[src/hdl/cps_pkg.sv]
`default_nettype none
// ----------------------------------------------------------------------------
// cps_pkg
// Shared types, constants and helpers for the charlieplexed PWM LED scanner.
// ----------------------------------------------------------------------------
package cps_pkg;

    localparam int NUM_LEDS     = 24;
    localparam int NUM_PINS     = 6;
    localparam int OUTPUT_COUNT = 9;

    localparam int LED_AW   = (NUM_LEDS > 1) ? $clog2(NUM_LEDS) : 1;
    localparam int LEVEL_W  = 4;
    localparam int PHASE_W  = 3;
    localparam int BASE_W   = 4;
    localparam int IDX_W    = 5;
    localparam int VAL_W    = 8;
    localparam int PIN_W    = 6;
    localparam int PIN_DIV  = NUM_PINS - 1;
    localparam int SUM_W    = IDX_W + 1;

    localparam logic [LEVEL_W-1:0] LEVEL_MAX = LEVEL_W'(8);
    localparam logic [BASE_W-1:0]  BASE_RST  = BASE_W'(15);

    typedef enum logic [1:0] {
        OP_TICK  = 2'd0,
        OP_RAW   = 2'd1,
        OP_CONF  = 2'd2,
        OP_CLEAR = 2'd3
    } cps_op_t;

    typedef struct packed {
        cps_op_t           opcode;
        logic [IDX_W-1:0]  led_index;
        logic [VAL_W-1:0]  value;
    } cps_in_t;

    typedef struct packed {
        logic [PIN_W-1:0]  pin_drive_enable;
        logic [PIN_W-1:0]  pin_high;
        logic [IDX_W-1:0]  scanned_led;
        logic              led_lit;
    } cps_out_t;

    // Access to the brightness store: write, clear-all and read controls
    typedef struct packed {
        logic               we;
        logic [LED_AW-1:0]  waddr;
        logic [LEVEL_W-1:0] wdata;
        logic               clear;
        logic               re;
        logic [LED_AW-1:0]  raddr;
    } cps_mem_cmd_t;

    // Tick context that travels alongside the store read
    typedef struct packed {
        logic [LED_AW-1:0]  led;
        logic [PHASE_W-1:0] phase;
    } cps_tick_t;

    // floor(value * 8 / 255) without a divider: x/255 == (x + 1 + (x >> 8)) >> 8
    function automatic logic [LEVEL_W-1:0] scale_conf(input logic [VAL_W-1:0] v);
        logic [VAL_W+3:0] x;
        logic [VAL_W+3:0] t;
        begin
            x = {1'b0, v, 3'b000};
            t = x + (VAL_W+4)'(1) + (x >> 8);
            scale_conf = t[VAL_W+3:8];
        end
    endfunction

endpackage : cps_pkg
`default_nettype wire

[src/hdl/cps_bright_mem.sv]
`default_nettype none
// ----------------------------------------------------------------------------
// cps_bright_mem
// Brightness store: one synchronous RAM with registered read, plus a valid
// bit per entry so that reset and clear-all reach every entry at once.
// ----------------------------------------------------------------------------
module cps_bright_mem
    import cps_pkg::*;
(
    input  wire logic               clk,
    input  wire logic               rst_n,
    input  wire cps_mem_cmd_t       cmd,
    output logic [LEVEL_W-1:0]      rd_level
);

    logic [LEVEL_W-1:0]  mem [NUM_LEDS];
    logic [NUM_LEDS-1:0] valid_reg;
    logic [LEVEL_W-1:0]  rd_data_reg;
    logic                rd_hit_reg;

    always_ff @(posedge clk)
    begin
        if (cmd.we)
        begin
            mem[cmd.waddr] <= cmd.wdata;
        end
        if (cmd.re)
        begin
            rd_data_reg <= mem[cmd.raddr];
        end
    end

    always_ff @(posedge clk or negedge rst_n)
    begin
        if (!rst_n)
        begin
            valid_reg  <= '0;
            rd_hit_reg <= 1'b0;
        end
        else
        begin
            if (cmd.clear)
            begin
                valid_reg <= '0;
            end
            else if (cmd.we)
            begin
                valid_reg[cmd.waddr] <= 1'b1;
            end
            if (cmd.re)
            begin
                rd_hit_reg <= valid_reg[cmd.raddr];
            end
        end
    end

    // unwritten entries read as zero
    assign rd_level = rd_hit_reg ? rd_data_reg : '0;

endmodule : cps_bright_mem
`default_nettype wire

[src/hdl/cps_out_stage.sv]
`default_nettype none
// ----------------------------------------------------------------------------
// cps_out_stage
// PWM compare and pin decode for the scanned LED, into the output register.
// ----------------------------------------------------------------------------
module cps_out_stage
    import cps_pkg::*;
(
    input  wire logic               clk,
    input  wire logic               rst_n,
    input  wire logic               s1_valid,
    input  wire cps_tick_t          s1_tick,
    input  wire logic [LEVEL_W-1:0] level,
    output logic                    s1_adv,
    output logic                    out_valid,
    input  wire logic               out_ready,
    output cps_out_t                out_data
);

    logic                out_valid_reg;
    cps_out_t            out_data_reg;
    cps_out_t            res;
    logic [IDX_W-1:0]    led_w;
    logic [IDX_W-1:0]    anode;
    logic [IDX_W-1:0]    k;
    logic [IDX_W-1:0]    cathode;
    logic                pair_ok;
    logic                on;

    always_comb
    begin
        led_w = IDX_W'(s1_tick.led);
        // split the index into anode and remainder by comparing against
        // multiples of the pin group size
        anode = '0;
        k     = led_w;
        for (int j = 1; j <= (NUM_LEDS - 1) / PIN_DIV; j++)
        begin
            if (led_w >= IDX_W'(j * PIN_DIV))
            begin
                anode = IDX_W'(j);
                k     = led_w - IDX_W'(j * PIN_DIV);
            end
        end
        cathode = (k < anode) ? k : k + IDX_W'(1);
        pair_ok = (anode < IDX_W'(NUM_PINS)) && (cathode < IDX_W'(NUM_PINS));
        on      = (level > {1'b0, s1_tick.phase}) && pair_ok;

        res.scanned_led      = led_w;
        res.led_lit          = on;
        res.pin_drive_enable = '0;
        res.pin_high         = '0;
        if (on)
        begin
            res.pin_drive_enable = (PIN_W'(1) << anode) | (PIN_W'(1) << cathode);
            res.pin_high         = PIN_W'(1) << anode;
        end
    end

    assign s1_adv = !out_valid_reg || out_ready;

    always_ff @(posedge clk or negedge rst_n)
    begin
        if (!rst_n)
        begin
            out_valid_reg <= 1'b0;
        end
        else if (s1_adv)
        begin
            out_valid_reg <= s1_valid;
        end
    end

    always_ff @(posedge clk)
    begin
        if (s1_adv && s1_valid)
        begin
            out_data_reg <= res;
        end
    end

    assign out_valid = out_valid_reg;
    assign out_data  = out_data_reg;

endmodule : cps_out_stage
`default_nettype wire

[src/hdl/charlieplex_pwm_led_scanner.sv]
`default_nettype none
// A scan tick's store read and tick context register at its transfer, and its
// result enters the output register once that register is free; writes and
// clear are registered.
// Throughput: one item per cycle while the output is not stalled; one store read per tick.
// Reset clears the store's valid bits (all levels read zero), the LED index,
// the PWM phase and the pipeline; the column base resets to 15.
// ----------------------------------------------------------------------------
// charlieplex_pwm_led_scanner
// Decodes items, steps the scan index and PWM phase, drives the brightness
// store and hands tick context to the output stage.
// ----------------------------------------------------------------------------
module charlieplex_pwm_led_scanner
    import cps_pkg::*;
(
    input  wire logic              clk,
    input  wire logic              rst_n,
    input  wire logic              cfg_we,
    input  wire logic [BASE_W-1:0] cfg_wdata,
    input  wire logic              in_valid,
    output logic                   in_ready,
    input  wire cps_in_t           in_data,
    output logic                   out_valid,
    input  wire logic              out_ready,
    output cps_out_t               out_data
);

    logic [BASE_W-1:0]  base_reg;
    logic [LED_AW-1:0]  scan_reg;
    logic [LED_AW-1:0]  scan_next;
    logic [PHASE_W-1:0] phase_reg;
    logic [PHASE_W-1:0] phase_next;
    logic               s1_valid_reg;
    cps_tick_t          s1_tick_reg;
    logic               s1_adv;
    logic               xfer;
    logic               tick;
    cps_mem_cmd_t       cmd;
    logic [SUM_W-1:0]   conf_addr;
    logic [LEVEL_W-1:0] level;

    assign in_ready = !s1_valid_reg || s1_adv;
    assign xfer     = in_valid && in_ready;
    assign tick     = xfer && (in_data.opcode == OP_TICK);

    assign conf_addr = SUM_W'(base_reg) + SUM_W'(in_data.led_index);

    always_comb
    begin
        cmd       = '0;
        cmd.re    = tick;
        cmd.raddr = scan_reg;
        if (xfer)
        begin
            case (in_data.opcode)
                OP_RAW:
                begin
                    cmd.we    = in_data.led_index < IDX_W'(NUM_LEDS);
                    cmd.waddr = in_data.led_index[LED_AW-1:0];
                    cmd.wdata = (in_data.value > VAL_W'(LEVEL_MAX)) ?
                                LEVEL_MAX : in_data.value[LEVEL_W-1:0];
                end
                OP_CONF:
                begin
                    cmd.we    = (in_data.led_index < IDX_W'(OUTPUT_COUNT)) &&
                                (conf_addr < SUM_W'(NUM_LEDS));
                    cmd.waddr = conf_addr[LED_AW-1:0];
                    cmd.wdata = scale_conf(in_data.value);
                end
                OP_CLEAR:
                begin
                    cmd.clear = 1'b1;
                end
                default:
                begin
                    cmd.clear = 1'b0;
                end
            endcase
        end
    end

    // advance the LED index; step the phase on wrap
    always_comb
    begin
        scan_next  = scan_reg + LED_AW'(1);
        phase_next = phase_reg;
        if (scan_reg == LED_AW'(NUM_LEDS - 1))
        begin
            scan_next  = '0;
            phase_next = phase_reg + PHASE_W'(1);
        end
    end

    always_ff @(posedge clk or negedge rst_n)
    begin
        if (!rst_n)
        begin
            base_reg     <= BASE_RST;
            scan_reg     <= '0;
            phase_reg    <= '0;
            s1_valid_reg <= 1'b0;
        end
        else
        begin
            if (cfg_we)
            begin
                base_reg <= cfg_wdata;
            end
            if (tick)
            begin
                scan_reg  <= scan_next;
                phase_reg <= phase_next;
            end
            if (in_ready)
            begin
                s1_valid_reg <= tick;
            end
        end
    end

    always_ff @(posedge clk)
    begin
        if (tick)
        begin
            s1_tick_reg.led   <= scan_reg;
            s1_tick_reg.phase <= phase_reg;
        end
    end

    cps_bright_mem u_mem (
        .clk      (clk),
        .rst_n    (rst_n),
        .cmd      (cmd),
        .rd_level (level)
    );

    cps_out_stage u_out (
        .clk       (clk),
        .rst_n     (rst_n),
        .s1_valid  (s1_valid_reg),
        .s1_tick   (s1_tick_reg),
        .level     (level),
        .s1_adv    (s1_adv),
        .out_valid (out_valid),
        .out_ready (out_ready),
        .out_data  (out_data)
    );

endmodule : charlieplex_pwm_led_scanner
`default_nettype wire

[config.mk]
export PLATFORM = sky130hd
export DESIGN_NAME = charlieplex_pwm_led_scanner
export DESIGN_NICKNAME = d
export VERILOG_FILES = /design/src/hdl/cps_pkg.sv /design/src/hdl/cps_bright_mem.sv /design/src/hdl/cps_out_stage.sv /design/src/hdl/charlieplex_pwm_led_scanner.sv
export SDC_FILE = /design/constraint.sdc
export NUM_CORES = 1
export LEC_CHECK = 0
export BUFFER_PORTS_ARGS = -buffer_cell sky130_fd_sc_hd__buf_2
export CAP_MARGIN = 20
export CORE_MARGIN = 8
export CORE_UTILIZATION = 65
export DETAILED_ROUTE_END_ITERATION = 10
export PLACE_DENSITY = 0.92
export SETUP_SLACK_MARGIN = 0.5
export SYNTH_ARGS = -nofsm -noshare
export SYNTH_HDL_FRONTEND = slang
export SYNTH_SLANG_ARGS = --single-unit
[constraint.sdc]
create_clock -name clk -period 11.7 [get_ports clk]
set_clock_uncertainty 0.2 [all_clocks]
set_input_delay 0.585 -clock clk [delete_from_list [all_inputs] [get_ports clk]]
set_output_delay 0.585 -clock clk [all_outputs]
set_load 0.01 [all_outputs]
[After elaboration in Yosys (flattened, before gate mapping)]
Memories as Yosys holds them, arrays and structs flattened. A register that Yosys moved wholly into a read port is not among the register bits.
Cells that the tools add are included.
Storage, ports and cells
  memories: 1
  bits in writable memories: 96
  bits of input ports: 24
  logic and storage cells: 84
  bits in registers: 65
  output and inout bits: 20
Cells by class
  add/subtract/negate cells: 10
  $lt $le $gt $ge: 15
  shifts and indexed selects: 2
  equality and inequality tests: 4
  mux-type cells: 23
  reductions and logical operators: 14
  bitwise logic cells: 2
Memories
  u_mem.mem: depth 24, bits a word 4, rd ports 1, clocked after Yosys merged registers in 1, write ports 1, RTL line cps_bright_mem.sv:16  | logic [LEVEL_W-1:0] mem [NUM_LEDS];
Operator list (count)
  $mux W24: 2
  $mux W5: 9
  $or A24 B24 Y24: 1
  $pmux W10 S2: 1
  $add A11 B1 Y12 const B: 1
  $add A12 B3 Y12: 1
  $lt A5 B6 Y1 const B: 2
  $shl A1 B5 Y6 const A: 2
  $mux W11: 1
  $add A5 B1 Y5 const B: 2
  $ge A5 B4 Y1 const B: 2
  $lt A5 B3 Y1 const B: 2
  $sub A5 B4 Y5 const B: 2
  $gt A8 B4 Y1 const B: 1
  $mux W4: 2
  $logic_and A1 B1 Y1: 7
  $add A4 B5 Y6: 1
  $lt A6 B5 Y1 const B: 1
  $mux W1: 6
  $or A6 B6 Y6: 1
  $bmux W1 S5: 1
  $demux W1 S5: 1
  $eq A5 B5 Y1 const B: 1
  $ge A5 B1 Y1 const B: 1
  other kinds (16): 19

[Longest topological paths before layout]
  depth in word-level cells: 12
  mapped depth: 15
  depth with buffers taken out: 14

[Hierarchy]
A second synthesis with hierarchy kept.
Unflattened totals
  cells, all modules: 559
  area total of the unflattened synthesis: 7777.5 µm²
By module, submodules not included
  cps_bright_mem: seq. area each 3628.5 µm², times used 1, cells each 294, area an instance 5024.8 µm²
  cps_out_stage: seq. area each 565.5 µm², times used 1, cells each 153, area an instance 1530.2 µm²
  charlieplex_pwm_led_scanner: seq. area each 570.5 µm², times used 1, cells each 112, area an instance 1222.4 µm²

[Least setup slack after synthesis]
OpenSTA, ideal clock, no wires.
  kind: reg2reg
  start point: register s1_tick_reg[6] (netlist bit)
  end point: register u_out.out_data_reg (netlist bit u_out.out_data[13]), data pin
  arrival time: 3903 ps
  required time: 11354 ps
  clock period less this slack: 4249 ps
  stages on the path, launching flop included: 15
  slack: 7451 ps
  setup time: 146 ps
  path buffers: 0
  path through: edfxtp_1 -> ha_1 -> and2_1 -> ha_1 -> a311oi_2 -> or3_1 -> a21oi_1 -> a211oi_2 -> ha_1 -> and2_1 -> a221o_1 -> o31ai_4 -> o22ai_1 -> or4_1 -> a21oi_1
On the way
  word-level cells in the longest chain between the ends: 10
  elaborated cells on any way between the ends: 26
  classes of those cells: add/sub: 5; order compare: 7; shift: 2; mux: 9; bitwise: 1; reduce/logical: 2
RTL lines
  start, declared: RTL line charlieplex_pwm_led_scanner.sv:34  | cps_tick_t s1_tick_reg;
  $sub A5 B3 Y5 or $ge A5 B3 Y1 (tied branches): RTL line cps_out_stage.sv:42, cps_out_stage.sv:39
  $mux W5 or $mux W1 (tied branches): RTL line cps_out_stage.sv:39  | if (led_w >= IDX_W'(j * PIN_DIV))
  $mux W5 (3 in series): RTL line cps_out_stage.sv:39
  $add A5 B1 Y5 or $lt A5 B5 Y1 (tied branches): RTL line cps_out_stage.sv:45  | cathode = (k < anode) ? k : k + IDX_W'(1);
  $mux W5: RTL line cps_out_stage.sv:45
  $lt A5 B3 Y1: RTL line cps_out_stage.sv:46  | pair_ok = (anode < IDX_W'(NUM_PINS)) && (cathode < IDX_W'(NUM_PINS));
  $logic_and A1 B1 Y1: RTL line cps_out_stage.sv:46
  $logic_and A1 B1 Y1: RTL line cps_out_stage.sv:47  | on = (level > {1'b0, s1_tick.phase}) && pair_ok;
  end signal, assigned: RTL line cps_out_stage.sv:78  | out_data_reg <= res;
  end, declared: RTL line cps_out_stage.sv:21  | cps_out_t out_data_reg;
Parallel ways exist; a longest one is shown, timed or not.
A chain may end at the register's enable or synchronous reset.

[Final worst setup path]
  start point: register s1_tick_reg[3] (netlist bit)
  end point: register u_out.out_data_reg (netlist bit u_out.out_data[13]), data pin
The elaborated chain is that of the path after synthesis.

==> metrics <==
YS warnings=0; largest family of logic cells by synthesized area=multiplexers; IO Pins=44; CP required=11.76 ns; H-tree Lvls=4; final setup violation count=0; total global routing track utilization=22.0%; post-synthesis xor/xnor area fraction=1.24%; max cap viols=0; vias in the first global route=4989; Initial Utilization=67.1%; area occupied by multi-input gates=0.00279 mm2; CP arrival=4.89 ns; Netlist Area Pre-Place=0.00769 mm2; syn_nets=570; number of diodes=0; commonest non-fill, non-tap cell in the layout=edfxtp_1; crit share post-route=41.3%; Die Span X=125 um; number of CTS-inserted buffers=17; hold_ws=0.0985 ns; Crit path max-delay family=compound AO/OA/AOI/OAI gates; CP most frequent cell=ha_1; adder-cell share of the synthesized area=4.98%; die height=125 um; #FFs+latches synth=165; startpoint types=flop; vias per cell=6.65; worst setup margin=6.87 ns; CTS tree=yes; Sequential Area=0.00477 mm2; Die ar.=0.0156 mm2; CP Class=reg2reg; multiplexer area fraction after synthesis=12.6%; FFs w/ async S/R, synth=23.6%; Worst VDD drop=151 uV; pin count of the biggest net entering global routing=40; worst slew pin tran=0.930 ns; Placed Area=0.00806 mm2; slowest stage cell, crit path=edfxtp_1; Final Hold Vio Count=0; Mapped Cells=516; vias post-DR=4803; post-CTS sizing=0; Simple-Gate Fraction of Synth Area=7.48%; total wire length=16.8 mm; input/output buffers=43; dominant synthesized flop cell=edfxtp_1; clock-pin slew on the worst setup and hold paths=0.06 ns; Slew Limit Headroom=37.9%; antenna viol nets, final=0; CP bufs+invs=0; grt ovf=0; DP Worst Slack=6.96 ns; most frequent cells in the layout=edfxtp_1 (126), nor2_1 (43), buf_2 (43); clock buffer depth=2; detailed placement HPWL=11.1 mm; global-route wire length before repair=26.8 mm; outcome=complete, no violations; compound-gate portion of the synthesized area=9.98%; Tmin final=4.83 ns; synth unique cells=63; core area=0.0115 mm2; # rows=39; P&R area growth vs syn=12.9%; register area share after synthesis=61.9%; critical path, cell by cell=ha_1 > and2_1 > ha_1 > a311oi_2 > or3_1 > a21oi_1 > a211oi_2 > ha_1 > and2_1 > a221o_1 > o31ai_4 > o22ai_1 > or4_1 > a21oi_1; fmax=207 MHz; DR iter-0 viols=529; Leakage=3.22 nW; pwr dens=180 mW/mm2; DRT Pass-1 Iters=7; Slew Limit Fails=0; Avg Cell Area, Syn=14.9 um2; post-CTS setup buffer count=0; layout cells sized above 1=24.5%; CP Max Fanout=14; clock root buffer=clkbuf_16; Hold Buf Count CTS=0; detail-routed net length per standard cell=23.2 um; Clock Latency Late Sink=0.43 ns; clk sinks=165; CP Capture Type=flop; final instance area=0.00869 mm2; unrepaired setup endpoints after global routing=no; setup TNS=0 ns; max reg flops=96; number of flops mapped to enable cells by yosys=126; DRC violations left=0; initial antenna violation count=0; Final Core Density=75.7%; routability cong.=0.893; fillers=627; Crit path largest cell delay=0.60 ns; nets@finish=620; worst hold-check path type=in2async
cells in the mapped netlist, drive strengths merged (8+ instances only):
library cell	n	area share, %
a211oi	8	0.98
a21oi	20	1.3
clkbuf	13	0.63
dfrtp	35	11
edfxtp	126	49
ha	29	4.7
inv	17	0.83
mux2i	10	1.3
mux4	35	10
nand2	34	1.7
nor2	44	2.2
o21a	25	2.4
xnor2	8	1.0
final cells by class:
| type | count | share of cell area [%] |
|---|---|---|
| clock buffers | 20 | 5.14 |
| inverters | 17 | 0.735 |
| clock inverters | 12 | 2.05 |
| repair buffers | 49 | 3.00 |
| well taps | 143 | 2.06 |
| flip-flops and latches | 165 | 54.9 |
| multi-input cells | 316 | 32.2 |
through the flow:
stage | std cells | power, mW
3_5_place_dp | 690 | 0.981
4_1_cts | 722 | 1.56
5_1_grt | 722 | 1.61
3_3_place_gp | 690 | 0.962
6_report | 722 | 1.56
2_1_floorplan | 516 | 0.901
final timing paths:
path | startpoint | slack, ns | end | depth (start not counted)
hold / removal | rst_n | 0.1 | u_mem.valid_reg[6] | 1
setup / recovery | s1_tick_reg[3] | 6.87 | u_out.out_data[13] | 14
setup reg to reg | s1_tick_reg[3] | 6.87 | u_out.out_data[13] | 14
max in group asynchronous | rst_n | 10.58 | scan_reg[0] | 1
hold reg to reg | phase_reg[1] | 0.28 | s1_tick_reg[1] | 0
min in group clk | cfg_wdata[0] | 0.19 | base_reg[0] | 2
per-layer routing:
metal	vias up	global-route usage, %	wire, um
met2	247	37.2	8700
met5	-	0	0
li1	2108	-	-
met1	2406	25.8	6490
met3	42	5.79	1090
met4	0	9.64	480
where the power goes:
group          switching, mW  internal [mW]  leakage, nW  total (mW)
Combinational          0.153          0.136         1.26       0.289
Clock                  0.225          0.363        0.304       0.588
Sequential            0.0307          0.653         1.66       0.683
Total                  0.409           1.15         3.22        1.56
worst reg2reg max path, cell delays in order (launching register included):
cell	delay, ns
edfxtp_1	0.60
ha_1	0.33
and2_1	0.15
ha_1	0.21
a311oi_2	0.49
or3_1	0.19
a21oi_1	0.07
a211oi_2	0.42
ha_1	0.35
and2_1	0.18
a221o_1	0.36
o31ai_4	0.29
o22ai_1	0.18
or4_1	0.52
a21oi_1	0.14
cells by family (layout without fill, tap and decap cells):
| family | count (synthesis) | in the layout |
|---|---|---|
| other cells | 1 | 1 |
| simple gates | 122 | 122 |
| xor+xnor | 10 | 10 |
| compound gates | 101 | 101 |
| mux | 52 | 52 |
| buf+inv | 35 | 98 |
| flops | 165 | 165 |
| fa+ha+maj | 30 | 30 |
Power figures use the tool's default switching activity.
